$ cat src/iprup_pkg.sv
package iprup_pkg;

  // Default geometry of the source frame and the scale limit
  localparam int unsigned SrcWidthDefault  = 320;
  localparam int unsigned SrcHeightDefault = 200;
  localparam int unsigned MaxScaleDefault  = 8;

  // Largest scale that any configuration of the block may use
  localparam int unsigned MaxScaleLimit = 8;

  // Field and internal widths
  localparam int unsigned COL_W   = 9;
  localparam int unsigned ROW_W   = 8;
  localparam int unsigned PIX_W   = 32;
  localparam int unsigned ADDR_W  = 24;
  localparam int unsigned DIM_W   = 13;
  localparam int unsigned SCALE_W = $clog2(MaxScaleLimit + 1);
  // Signed destination coordinates, wide enough for any source size and scale
  localparam int unsigned CRD_W   = 20;
  localparam int unsigned PROD_W  = 2 * DIM_W;

  localparam logic [PIX_W-1:0] OPAQUE_ALPHA = 32'hFF00_0000;

  // Register reset values
  localparam logic [DIM_W-1:0] DEST_WIDTH_RST  = 13'd320;
  localparam logic [DIM_W-1:0] DEST_HEIGHT_RST = 13'd200;
  localparam logic [DIM_W-1:0] ROW_PITCH_RST   = 13'd320;

  typedef enum logic [1:0] {
    CFG_DEST_WIDTH,
    CFG_DEST_HEIGHT,
    CFG_ROW_PITCH,
    CFG_FORCE_OPAQUE
  } cfg_idx_e;

  typedef struct packed {
    logic [COL_W-1:0] src_col;
    logic [ROW_W-1:0] src_row;
    logic [PIX_W-1:0] pixel_color;
  } in_item_t;

  typedef struct packed {
    logic [ADDR_W-1:0] write_address;
    logic [PIX_W-1:0]  write_data;
    logic              last_write;
  } out_item_t;

  // Settings and derived placement shared by the front and back ends
  typedef struct packed {
    logic [SCALE_W-1:0]      scale;
    logic signed [CRD_W-1:0] ox;
    logic signed [CRD_W-1:0] oy;
    logic [DIM_W-1:0]        dest_w;
    logic [DIM_W-1:0]        dest_h;
    logic [DIM_W-1:0]        pitch;
    logic                    opaque;
  } geom_t;

  // One clipped destination block, bounds inclusive
  typedef struct packed {
    logic [DIM_W-1:0] r_first;
    logic [DIM_W-1:0] r_last;
    logic [DIM_W-1:0] c_first;
    logic [DIM_W-1:0] c_last;
    logic [PIX_W-1:0] data;
  } job_t;

endpackage

$ cat src/iprup_geom.sv
module iprup_geom #(
  parameter int unsigned SRC_WIDTH  = iprup_pkg::SrcWidthDefault,
  parameter int unsigned SRC_HEIGHT = iprup_pkg::SrcHeightDefault,
  parameter int unsigned MAX_SCALE  = iprup_pkg::MaxScaleDefault
) (
  input  logic                          clk_i,
  input  logic                          rst_ni,
  input  logic                          cfg_we_i,
  input  iprup_pkg::cfg_idx_e           cfg_idx_i,
  input  logic [iprup_pkg::DIM_W-1:0]   cfg_data_i,
  output iprup_pkg::geom_t              geom_o
);
  import iprup_pkg::*;

  logic [DIM_W-1:0] width_q, height_q, pitch_q;
  logic             opaque_q;

  logic [SCALE_W-1:0]      scale_d, scale_q;
  logic signed [CRD_W-1:0] ox_d, ox_q, oy_d, oy_q;
  logic [CRD_W-1:0]        span_w, span_h;
  logic signed [CRD_W-1:0] diff_w, diff_h;

  // Hold the configuration registers
  always_ff @(posedge clk_i or negedge rst_ni) begin
    if (!rst_ni) begin
      width_q  <= DEST_WIDTH_RST;
      height_q <= DEST_HEIGHT_RST;
      pitch_q  <= ROW_PITCH_RST;
      opaque_q <= 1'b0;
    end else if (cfg_we_i) begin
      case (cfg_idx_i)
        CFG_DEST_WIDTH:   width_q  <= cfg_data_i;
        CFG_DEST_HEIGHT:  height_q <= cfg_data_i;
        CFG_ROW_PITCH:    pitch_q  <= cfg_data_i;
        CFG_FORCE_OPAQUE: opaque_q <= cfg_data_i[0];
        default: ;
      endcase
    end
  end

  // Pick the largest scale whose image fits both ways, at least one
  always_comb begin
    scale_d = SCALE_W'(1);
    span_w  = CRD_W'(SRC_WIDTH);
    span_h  = CRD_W'(SRC_HEIGHT);
    for (int k = 2; k <= MAX_SCALE; k++) begin
      if (CRD_W'(width_q) >= CRD_W'(k * SRC_WIDTH) &&
          CRD_W'(height_q) >= CRD_W'(k * SRC_HEIGHT)) begin
        scale_d = SCALE_W'(k);
        span_w  = CRD_W'(k * SRC_WIDTH);
        span_h  = CRD_W'(k * SRC_HEIGHT);
      end
    end
  end

  // Center the image: halve the margin, rounding toward zero
  always_comb begin
    diff_w = $signed(CRD_W'(width_q)) - $signed(span_w);
    diff_h = $signed(CRD_W'(height_q)) - $signed(span_h);
    ox_d   = $signed(diff_w + $signed(CRD_W'(diff_w[CRD_W-1]))) >>> 1;
    oy_d   = $signed(diff_h + $signed(CRD_W'(diff_h[CRD_W-1]))) >>> 1;
  end

  // Refresh the placement every cycle
  always_ff @(posedge clk_i) begin
    scale_q <= scale_d;
    ox_q    <= ox_d;
    oy_q    <= oy_d;
  end

  assign geom_o = '{scale:  scale_q,
                    ox:     ox_q,
                    oy:     oy_q,
                    dest_w: width_q,
                    dest_h: height_q,
                    pitch:  pitch_q,
                    opaque: opaque_q};

endmodule

$ cat src/iprup_fifo.sv
module iprup_fifo #(
  parameter type         T     = logic,
  parameter int unsigned DEPTH = 2
) (
  input  logic clk_i,
  input  logic rst_ni,
  input  logic wr_i,
  input  T     wdata_i,
  output logic full_o,
  input  logic rd_i,
  output T     rdata_o,
  output logic empty_o
);

  localparam int unsigned PtrW = (DEPTH > 1) ? $clog2(DEPTH) : 1;
  localparam int unsigned CntW = $clog2(DEPTH + 1);

  T                mem_q [DEPTH];
  logic [PtrW-1:0] wr_ptr_q, rd_ptr_q;
  logic [CntW-1:0] cnt_q;

  assign full_o  = (cnt_q == CntW'(DEPTH));
  assign empty_o = (cnt_q == '0);
  assign rdata_o = mem_q[rd_ptr_q];

  // Store the incoming entry
  always_ff @(posedge clk_i) begin
    if (wr_i) begin
      mem_q[wr_ptr_q] <= wdata_i;
    end
  end

  // Advance pointers and track the fill level
  always_ff @(posedge clk_i or negedge rst_ni) begin
    if (!rst_ni) begin
      wr_ptr_q <= '0;
      rd_ptr_q <= '0;
      cnt_q    <= '0;
    end else begin
      if (wr_i) begin
        wr_ptr_q <= (wr_ptr_q == PtrW'(DEPTH - 1)) ? '0 : wr_ptr_q + 1'b1;
      end
      if (rd_i) begin
        rd_ptr_q <= (rd_ptr_q == PtrW'(DEPTH - 1)) ? '0 : rd_ptr_q + 1'b1;
      end
      case ({wr_i, rd_i})
        2'b10:   cnt_q <= cnt_q + 1'b1;
        2'b01:   cnt_q <= cnt_q - 1'b1;
        default: cnt_q <= cnt_q;
      endcase
    end
  end

  a_no_overflow : assert property (@(posedge clk_i) disable iff (!rst_ni)
    wr_i |-> !full_o)
    else $error("queue written while full");

  a_no_underflow : assert property (@(posedge clk_i) disable iff (!rst_ni)
    rd_i |-> !empty_o)
    else $error("queue read while empty");

  a_level_bound : assert property (@(posedge clk_i) disable iff (!rst_ni)
    cnt_q <= CntW'(DEPTH))
    else $error("queue level out of range");

endmodule

$ cat src/iprup_front.sv
module iprup_front (
  input  logic                clk_i,
  input  logic                rst_ni,
  input  logic                push,
  output logic                full,
  input  iprup_pkg::in_item_t in_item_i,
  input  iprup_pkg::geom_t    geom_i,
  output logic                job_wr_o,
  output iprup_pkg::job_t     job_o,
  input  logic                job_full_i
);
  import iprup_pkg::*;

  // Stage A: raw pixel
  logic     a_vld_q;
  in_item_t a_item_q;
  // Stage B: block origin and final color
  logic                    b_vld_q;
  logic signed [CRD_W-1:0] bx_q, by_q;
  logic [PIX_W-1:0]        data_q;

  logic                    acc, a_adv, b_rdy, b_keep;
  logic [CRD_W-1:0]        prod_x, prod_y;
  logic signed [CRD_W-1:0] bx_d, by_d, x_end, y_end, lim_w, lim_h;
  logic signed [CRD_W-1:0] c0, c1, r0, r1;

  // Drop blocks that land fully outside the destination
  assign b_rdy = !b_vld_q || !b_keep || !job_full_i;
  assign a_adv = a_vld_q && b_rdy;
  assign full  = a_vld_q && !b_rdy;
  assign acc   = push && !full;

  // Place the block origin
  always_comb begin
    prod_x = CRD_W'(a_item_q.src_col) * CRD_W'(geom_i.scale);
    prod_y = CRD_W'(a_item_q.src_row) * CRD_W'(geom_i.scale);
    bx_d   = geom_i.ox + $signed(prod_x);
    by_d   = geom_i.oy + $signed(prod_y);
  end

  // Clip the block to the destination
  always_comb begin
    x_end  = bx_q + $signed(CRD_W'(geom_i.scale));
    y_end  = by_q + $signed(CRD_W'(geom_i.scale));
    lim_w  = $signed(CRD_W'(geom_i.dest_w));
    lim_h  = $signed(CRD_W'(geom_i.dest_h));
    c0     = (bx_q < 0) ? '0 : bx_q;
    r0     = (by_q < 0) ? '0 : by_q;
    c1     = (x_end < lim_w) ? x_end : lim_w;
    r1     = (y_end < lim_h) ? y_end : lim_h;
    b_keep = (c0 < c1) && (r0 < r1);
  end

  assign job_wr_o      = b_vld_q && b_keep && !job_full_i;
  assign job_o.c_first = c0[DIM_W-1:0];
  assign job_o.c_last  = DIM_W'(c1 - CRD_W'(1));
  assign job_o.r_first = r0[DIM_W-1:0];
  assign job_o.r_last  = DIM_W'(r1 - CRD_W'(1));
  assign job_o.data    = data_q;

  always_ff @(posedge clk_i or negedge rst_ni) begin
    if (!rst_ni) begin
      a_vld_q <= 1'b0;
      b_vld_q <= 1'b0;
    end else begin
      a_vld_q <= acc || (a_vld_q && !a_adv);
      b_vld_q <= a_adv || (b_vld_q && !b_rdy);
    end
  end

  always_ff @(posedge clk_i) begin
    if (acc) begin
      a_item_q <= in_item_i;
    end
    if (a_adv) begin
      bx_q   <= bx_d;
      by_q   <= by_d;
      data_q <= a_item_q.pixel_color | (geom_i.opaque ? OPAQUE_ALPHA : '0);
    end
  end

endmodule

$ cat src/iprup_back.sv
module iprup_back (
  input  logic                 clk_i,
  input  logic                 rst_ni,
  input  logic                 job_empty_i,
  input  iprup_pkg::job_t      job_i,
  output logic                 job_rd_o,
  input  logic [iprup_pkg::DIM_W-1:0] pitch_i,
  output logic                 out_wr_o,
  output iprup_pkg::out_item_t out_item_o,
  input  logic                 out_full_i
);
  import iprup_pkg::*;

  // Walker over the current block
  logic             j_vld_q;
  job_t             j_q;
  logic [DIM_W-1:0] r_q, c_q;
  // Multiply stage
  logic              m_vld_q, m_last_q;
  logic [ADDR_W-1:0] m_prod_q;
  logic [DIM_W-1:0]  m_col_q;
  logic [PIX_W-1:0]  m_data_q;

  logic              m_rdy, issue, is_last, row_end, load;
  logic [PROD_W-1:0] prod;

  assign row_end  = (c_q == j_q.c_last);
  assign is_last  = row_end && (r_q == j_q.r_last);
  assign m_rdy    = !m_vld_q || !out_full_i;
  assign issue    = j_vld_q && m_rdy;
  assign load     = !job_empty_i && (!j_vld_q || (issue && is_last));
  assign job_rd_o = load;
  assign prod     = PROD_W'(r_q) * PROD_W'(pitch_i);
  assign out_wr_o = m_vld_q && !out_full_i;

  // Finish the address: row offset plus column, kept modulo the address space
  assign out_item_o = '{write_address: m_prod_q + ADDR_W'(m_col_q),
                        write_data:    m_data_q,
                        last_write:    m_last_q};

  always_ff @(posedge clk_i or negedge rst_ni) begin
    if (!rst_ni) begin
      j_vld_q <= 1'b0;
      m_vld_q <= 1'b0;
    end else begin
      j_vld_q <= load || (j_vld_q && !(issue && is_last));
      m_vld_q <= issue || (m_vld_q && !out_wr_o);
    end
  end

  // Step across the block row by row
  always_ff @(posedge clk_i) begin
    if (load) begin
      j_q <= job_i;
      r_q <= job_i.r_first;
      c_q <= job_i.c_first;
    end else if (issue) begin
      if (row_end) begin
        c_q <= j_q.c_first;
        r_q <= r_q + 1'b1;
      end else begin
        c_q <= c_q + 1'b1;
      end
    end
    if (issue) begin
      m_prod_q <= prod[ADDR_W-1:0];
      m_col_q  <= c_q;
      m_data_q <= j_q.data;
      m_last_q <= is_last;
    end
  end

  a_walk_in_block : assert property (@(posedge clk_i) disable iff (!rst_ni)
    j_vld_q |-> (r_q <= j_q.r_last && c_q <= j_q.c_last && c_q >= j_q.c_first))
    else $error("walker left its block");

  a_new_block_corner : assert property (@(posedge clk_i) disable iff (!rst_ni)
    load |=> (r_q == j_q.r_first && c_q == j_q.c_first))
    else $error("block did not start at its corner");

  a_last_ends_block : assert property (@(posedge clk_i) disable iff (!rst_ni)
    (issue && is_last && job_empty_i) |=> !j_vld_q)
    else $error("walker kept going after the final write");

endmodule

$ cat src/integer_pixel_replicating_upscaler.sv
// Integer pixel-replicating upscaler.
// Input queue: present a source pixel (column, row, color) on in_item_i with push;
// it is taken at a clock edge where push is high and full is low.
// Output queue: while empty is low the oldest write (address, data, last flag)
// sits on out_item_o; pop takes it. last_write marks the final write of a pixel.
// Settings: cfg_we_i with cfg_idx_i and cfg_data_i writes one register: destination
// width, height, row pitch and opaque-alpha mode. Change them only while no
// pixel is in flight; the next cycle may push again.
// Each pixel becomes up to scale*scale writes (64 at the largest scale), one
// per cycle while the output queue has room, set by the back end's single
// address multiply-add path; a pixel whose block is fully clipped is dropped
// in the front end and produces nothing. Pixels whose blocks hold one visible
// write stream at one per cycle while the output queue has room.
// Reset brings width 320, height 200, pitch 320, opaque mode off, and empties
// every queue. When pop stays low the output queue fills, the back end holds,
// the block queue fills and then full rises; nothing is lost.
module integer_pixel_replicating_upscaler #(
  parameter int unsigned SRC_WIDTH  = iprup_pkg::SrcWidthDefault,
  parameter int unsigned SRC_HEIGHT = iprup_pkg::SrcHeightDefault,
  parameter int unsigned MAX_SCALE  = iprup_pkg::MaxScaleDefault
) (
  input  logic                        clk_i,
  input  logic                        rst_ni,
  input  logic                        push,
  output logic                        full,
  input  iprup_pkg::in_item_t         in_item_i,
  output logic                        empty,
  input  logic                        pop,
  output iprup_pkg::out_item_t        out_item_o,
  input  logic                        cfg_we_i,
  input  iprup_pkg::cfg_idx_e         cfg_idx_i,
  input  logic [iprup_pkg::DIM_W-1:0] cfg_data_i
);
  import iprup_pkg::*;

  geom_t     geom;
  logic      job_wr, job_full, job_rd, job_empty;
  job_t      job_in, job_out;
  logic      out_wr, out_full;
  out_item_t out_in;

  iprup_geom #(
    .SRC_WIDTH (SRC_WIDTH),
    .SRC_HEIGHT(SRC_HEIGHT),
    .MAX_SCALE (MAX_SCALE)
  ) u_geom (
    .clk_i     (clk_i),
    .rst_ni    (rst_ni),
    .cfg_we_i  (cfg_we_i),
    .cfg_idx_i (cfg_idx_i),
    .cfg_data_i(cfg_data_i),
    .geom_o    (geom)
  );

  iprup_front u_front (
    .clk_i     (clk_i),
    .rst_ni    (rst_ni),
    .push      (push),
    .full      (full),
    .in_item_i (in_item_i),
    .geom_i    (geom),
    .job_wr_o  (job_wr),
    .job_o     (job_in),
    .job_full_i(job_full)
  );

  iprup_fifo #(
    .T    (job_t),
    .DEPTH(2)
  ) u_job_q (
    .clk_i  (clk_i),
    .rst_ni (rst_ni),
    .wr_i   (job_wr),
    .wdata_i(job_in),
    .full_o (job_full),
    .rd_i   (job_rd),
    .rdata_o(job_out),
    .empty_o(job_empty)
  );

  iprup_back u_back (
    .clk_i      (clk_i),
    .rst_ni     (rst_ni),
    .job_empty_i(job_empty),
    .job_i      (job_out),
    .job_rd_o   (job_rd),
    .pitch_i    (geom.pitch),
    .out_wr_o   (out_wr),
    .out_item_o (out_in),
    .out_full_i (out_full)
  );

  iprup_fifo #(
    .T    (out_item_t),
    .DEPTH(2)
  ) u_out_q (
    .clk_i  (clk_i),
    .rst_ni (rst_ni),
    .wr_i   (out_wr),
    .wdata_i(out_in),
    .full_o (out_full),
    .rd_i   (pop && !empty),
    .rdata_o(out_item_o),
    .empty_o(empty)
  );

endmodule
$ cat config.mk
export PLATFORM = sky130hd
export DESIGN_NAME = integer_pixel_replicating_upscaler
export DESIGN_NICKNAME = d
export VERILOG_FILES = /design/src/iprup_pkg.sv /design/src/iprup_geom.sv /design/src/iprup_fifo.sv /design/src/iprup_front.sv /design/src/iprup_back.sv /design/src/integer_pixel_replicating_upscaler.sv
export SDC_FILE = /design/constraint.sdc
export NUM_CORES = 1
export LEC_CHECK = 0
export ABC_AREA = 1
export BUFFER_PORTS_ARGS = -buffer_cell sky130_fd_sc_hd__buf_4
export CORE_MARGIN = 2
export CORE_UTILIZATION = 40
export DETAILED_ROUTE_END_ITERATION = 12
export GPL_ROUTABILITY_DRIVEN = 0
export PLACE_DENSITY = 0.55
export SYNTH_ARGS = -nofsm -noshare
export SYNTH_HDL_FRONTEND = slang
export SYNTH_HIERARCHICAL = 1
export SYNTH_SLANG_ARGS = --single-unit
$ cat constraint.sdc
create_clock -name clk_i -period 11.6 [get_ports clk_i]
set_clock_uncertainty 0.15 [all_clocks]
set_input_delay 1.16 -clock clk_i [delete_from_list [all_inputs] [get_ports clk_i]]
set_output_delay 1.16 -clock clk_i [all_outputs]
set_load 0.03 [all_outputs]
==> results.json, run 1 <==
{
  "status": "complete, no violations",
  "critical-path-max-stage-delay_ps": 800,
  "required_ps": 10290,
  "wl_mm": 82.91,
  "numCtsBuffers": 72,
  "cts_sinks": 664,
  "drtPass1Iterations": 5,
  "fin_ws_ps": 2822,
  "synth_edf_count": 570,
  "track_usage_pct": 16.89,
  "vdd_ir_drop_max_uv": 135.7,
  "grt.overflow.total": 0,
  "syn_inst": 3955,
  "drc_errors": 0,
  "routedWlPerCell_um": 15.36,
  "syn_area_sq_um": 39100,
  "boundaryPins": 128,
  "drive_gt1_share_pct": 11.28,
  "min_period_ps": 8778,
  "worst_slew_pin_slew_ps": 1018,
  "slew_headroom_pct": 31.92,
  "synth-simple-area-share_pct": 15.87,
  "dp_slack_ps": 2931,
  "cp_max_fo": 22,
  "drv_cap": 0,
  "post_cts_buffers": 0,
  "ys.warnings.count": 6,
  "slowest_stage": "dfxtp_1",
  "utilization_pct": 44.87,
  "avgViaCountPerCell": 4.723,
  "die_area_sq_um": 100300,
  "dpl-instance-area_sq_um": 41120,
  "hpwl_mm": 61.36,
  "holdWs_ps": 267.4,
  "yosysTopAreaCell": "edfxtp_1",
  "drtIter0Drc": 1457,
  "synth_top_flop_cell": "edfxtp_1",
  "final_area_sq_um": 43450,
  "die_h_um": 316.7,
  "cpMostUsedCell": "nand3_1",
  "cts.clk_slew.worst_paths_ps": 60,
  "initial_utilization_pct": 40.37,
  "critPathArrivalTime_ps": 7470,
  "root_buffer": "clkbuf_16",
  "max-clock-path-buffers": 3,
  "num_antenna_cells": 0,
  "grt_max_degree": 103,
  "portBuffers": 127,
  "p_leak_nw": 20.02,
  "setup_violations": 0,
  "num_vias": 25496,
  "final_nets": 4507,
  "end_kind": "output port",
  "timing_hold_violations_final": 0,
  "powerDensity_nw_per_um2": 295.6,
  "die_x_um": 316.7,
  "ys_async_sr_fraction_pct": 7.831,
  "criticalPathCategory": "reg -> out",
  "areaGrowthSynthToFinish_pct": 11.13,
  "synth_nets": 4398,
  "muxShareOfSynthArea_pct": 0,
  "startpoint_type": "flip-flop",
  "cts_resized": 0,
  "drt.antenna.violating_nets": 0,
  "synthTopCellsByArea": "edfxtp_1 44%, nand2_1 8.6%, fa_1 7.8%, inv_1 7.2%, ha_1 7.1%",
  "synth_top_family_by_area": "simple AND/OR/NAND/NOR gates",
  "cts_tree": "yes",
  "slew_viol_final": 0,
  "fmax_mhz": 113.9,
  "rsz0062_at_grt": "false",
  "final_cell_mix": "898 x nand2_1, 746 x inv_1, 570 x edfxtp_1, 221 x ha_1, 177 x nor2_1",
  "core_area_sq_um": 96850,
  "final_common_cell": "nand2_1",
  "antenna_found_initial": 4,
  "finalCritPeriodShare_pct": 75.67,
  "worst_skew_pair.late_latency_ps": 630,
  "avgSynthCellArea_sq_um": 9.887,
  "htreeDepth": 3,
  "r2r_slack_ps": 2990,
  "yosysTopAreaCellShare_pct": 43.77,
  "synthXorXnorAreaFrac_pct": 4.403,
  "yosysUniqueCellTypes": 65,
  "synth_compound_area_share_pct": 6.566,
  "synth_adder_area_share_pct": 14.90,
  "setup_tns_ps": 0,
  "grt_pass1_wl_mm": 134.1,
  "yosys_register_bits": 664,
  "ys_seq_area_share_pct": 49.27,
  "holdBufCountCts": 0,
  "min_path_type": "reg -> reg",
  "rows": 114,
  "grt_pass1_vias": 25329
}
-- stage by stage --
step,power (mW),std cells
6_report,12.84,5398
5_1_grt,14.05,5398
4_1_cts,13.04,5398
3_5_place_dp,10.73,5266
3_3_place_gp,10.66,5266
2_1_floorplan,9.052,3955
-- worst paths after layout --
path | start | to | depth (start not counted)
max | u_geom/scale_q[0] | full | 33
min | u_back/j_q[29] | u_back/m_data_q[29] | 0
max reg2reg | u_geom/scale_q[0] | u_job_q/mem_q[0][6] | 33
min reg2reg | u_back/j_q[29] | u_back/m_data_q[29] | 0
max in group asynchronous | rst_ni | u_out_q/rd_ptr_q | 1
min in group asynchronous | rst_ni | u_geom/height_q[1] | 1
-- power breakdown --
group / internal, mW / leakage, nW / switching (mW)
combinational: 2.29 / 12.5 / 4.09
clock: 1.29 / 1.12 / 0.955
sequential: 3.71 / 6.39 / 0.511
total: 7.29 / 20.0 / 5.55
-- worst max-delay path: cells and delay by family, from the launching register on --
kind	cells	cell delay (ps)
XOR/XNOR	1	210
buffers and inverters	5	860
adder cells (fa/ha/maj)	5	1660
AND/OR/NAND/NOR	15	1870
flip-flops	1	800
AO/OA/AOI/OAI	7	1400
-- flip-flops by register name, indices dropped and copies added (netlist names), 19 cells and up, named ones only --
register          count
u_back/j_q           71
u_back/m_data_q      32
u_back/m_prod_q      24
u_front/a_item_q     49
u_front/bx_q         20
u_front/by_q         20
u_front/data_q       32
u_geom/ox_q          19
u_geom/oy_q          19
u_job_q/mem_q       168
u_out_q/mem_q       114
-- routing by layer --
metal,vias up,share of wire [%],GRT usage (%)
met5,-,0,0
met4,0,3.6,6.422
met3,143,4.0,2.126
met2,442,48,28.72
met1,11989,45,22.03
li1,12922,-,-
-- layout make-up --
class                           instances  area (sq um)
Clock buffer                           98          1951
Clock inverter                         34         381.6
Fill cell                            9253         53400
Inverter                              761          2858
Multi-Input combinational cell       2426         16350
Sequential cell                       664         19270
Tap cell                             1276          1597
Timing Repair Buffer                  139          1044
-- cells in the mapped netlist (9+ instances only) --
master,count
a21o_1,11
a21oi_1,108
buf_2,16
buf_6,13
clkbuf_1,53
dfrtp_1,45
dfxtp_1,42
edfxtp_1,570
fa_1,153
ha_1,221
inv_1,751
nand2_1,898
nand2_2,66
nand3_1,140
nand3_2,9
nand3b_1,11
nand4_1,31
nor2_1,179
nor2_2,14
nor3_1,32
o21ai_0,164
o21ai_1,35
o21ai_2,76
xnor2_1,51
xor2_1,140
-- kinds of logic (layout without fill, tap and decap cells) --
| kind of cell | Yosys count | in the layout |
|---|---|---|
| xor+xnor | 194 | 194 |
| flops | 664 | 664 |
| fa+ha+maj | 374 | 374 |
| buf+inv | 865 | 1032 |
| simple gates | 1426 | 1426 |
| compound gates | 432 | 432 |
Note: power is estimated with default switching activity, not from simulation.
==> run 2, diff against run 1 <==
clock period = 8.58 ns   (was 11.6 ns; I/O delays follow)
==> results.json, run 2 (synthesized netlist as in run 1, its figures left out) <==
{
  "drc_errors": 0,
  "areaGrowthSynthToFinish_pct": 12.10,
  "end_kind": "output port",
  "min_path_type": "in -> async",
  "worst_slew_pin_slew_ps": 1079,
  "cpMostUsedCell": "nand3_1",
  "cts.clk_slew.worst_paths_ps": 60,
  "drive_gt1_share_pct": 11.80,
  "cp_top_family": "simple AND/OR/NAND/NOR gates",
  "critPathArrivalTime_ps": 6850,
  "die_area_sq_um": 100300,
  "slew_viol_final": 0,
  "track_usage_pct": 16.88,
  "multi_input_area_sq_um": 16350,
  "max-clock-path-buffers": 3,
  "wl_mm": 83.24,
  "slowest_stage": "ha_2",
  "nFillCells": 9162,
  "worst_skew_pair.late_latency_ps": 640,
  "num_vias": 25352,
  "powerDensity_nw_per_um2": 402.3,
  "portBuffers": 127,
  "critical-path-max-stage-delay_ps": 520,
  "grt_max_degree": 101,
  "numCtsBuffers": 75,
  "initial_utilization_pct": 40.37,
  "rows": 114,
  "boundaryPins": 128,
  "drt.antenna.violating_nets": 0,
  "p_leak_nw": 20.20,
  "dpl-instance-area_sq_um": 41230,
  "largest_registers": "u_job_q/mem_q: 168 flops, u_out_q/mem_q: 114 flops, u_back/j_q: 71 flops",
  "status": "complete, no violations",
  "finalCritPeriodShare_pct": 91.62,
  "timing_hold_violations_final": 0,
  "cts_tree": "yes",
  "crit_buf_inv": 5,
  "cp_max_fo": 14,
  "slew_headroom_pct": 27.83,
  "seqCellArea_sq_um": 19270,
  "setup_tns_ps": 0,
  "antenna_found_initial": 5,
  "rsz0062_at_grt": "false",
  "fmax_mhz": 127.2,
  "startpoint_type": "flip-flop",
  "core_area_sq_um": 96850,
  "grt.overflow.total": 0,
  "holdBufCountCts": 0,
  "drtIter0Drc": 1434,
  "final_area_sq_um": 43830,
  "die_h_um": 316.7,
  "largest_reg_flops": 168,
  "drtPass1Iterations": 5,
  "htreeDepth": 3,
  "largest_register": "u_job_q/mem_q",
  "required_ps": 7570,
  "vdd_ir_drop_max_uv": 207.6,
  "root_buffer": "clkbuf_16",
  "final_common_cell": "nand2_1",
  "final_cell_mix": "898 x nand2_1, 745 x inv_1, 570 x edfxtp_1, 220 x ha_1, 177 x nor2_1",
  "min_period_ps": 7861,
  "grt_pass1_vias": 25111,
  "hpwl_mm": 61.67,
  "setup_violations": 0,
  "die_x_um": 316.7,
  "avgViaCountPerCell": 4.683,
  "cts_sinks": 664,
  "drv_cap": 0,
  "criticalPathCategory": "reg -> out",
  "routedWlPerCell_um": 15.38,
  "grt_pass1_wl_mm": 133.6,
  "utilization_pct": 45.26,
  "final_nets": 4520
}
-- run 2: where the power goes --
group          total (mW)  switching, mW  leakage (nW)  internal (mW)
clock network        3.31           1.34          1.24           1.98
registers            5.62          0.604          6.39           5.02
logic                8.70           5.59          12.6           3.11
total                17.6           7.53          20.2           10.1
-- run 2: path summary, 6_finish.rpt --
| check | startpoint | end | slack, ps | cells after the start |
|---|---|---|---|---|
| max in group asynchronous | rst_ni | u_out_q/rd_ptr_q | 7500 | 1 |
| min in group clk_i | in_item_i[42] | u_front/a_item_q[42] | 250 | 1 |
| worst max-delay path | u_front/by_q[0] | full | 720 | 33 |
| worst min register to register | u_back/j_q[3] | u_back/m_data_q[3] | 260 | 0 |
| worst max register to register | u_front/by_q[0] | u_job_q/mem_q[0][0] | 1410 | 33 |
| worst min-delay path | rst_ni | u_geom/height_q[1] | 160 | 1 |
-- run 2: final cells by class --
type | instances | share of cell area, %
Clock inverter | 48 | 1.384
Sequential cell | 664 | 43.97
Timing Repair inverter | 1 | 0.01713
Timing Repair Buffer | 148 | 2.620
Antenna cell | 1 | 0.005709
Tap cell | 1276 | 3.642
Clock buffer | 89 | 4.522
Inverter | 761 | 6.528
Multi-Input combinational cell | 2426 | 37.31
-- run 2: routing by layer --
| metal | GRT usage [%] | wire length, um | part of all wire, % |
|---|---|---|---|
| met5 | 0 | 0 | 0 |
| met4 | 5.467 | 2395 | 2.9 |
| met3 | 2.263 | 3403 | 4.1 |
| met2 | 28.17 | 39210 | 47 |
| met1 | 22.78 | 38230 | 46 |
-- run 2: timing repair --
action                     in CTS  in global routing
hold endpoints to repair        0                  0
gates resized for setup         0                  3
setup endpoints to repair       0                  1
setup buffers                   0                  0
-- run 2: stage by stage --
stage / power, mW / hold WS [ps] / worst slack, ps / std cells
floorplan: 12.23 / 250.3 / 541.0 / 3955
global placement: 14.41 / 251.6 / 1269 / 5275
detailed placement: 14.49 / 254.5 / 1212 / 5275
CTS: 17.89 / 148.4 / 532.5 / 5412
global route: 19.25 / 192.4 / 162.2 / 5413
finish: 17.64 / 158.9 / 719.4 / 5414
-- run 2: worst reg2reg max path: cells and delay by family, from the launching register on --
| family | cells | cell delay (ps) |
|---|---|---|
| flip-flops | 1 | 400 |
| buffers and inverters | 5 | 1210 |
| AO/OA/AOI/OAI | 7 | 1220 |
| XOR/XNOR | 1 | 220 |
| AND/OR/NAND/NOR | 15 | 1790 |
| adder cells (fa/ha/maj) | 5 | 1770 |
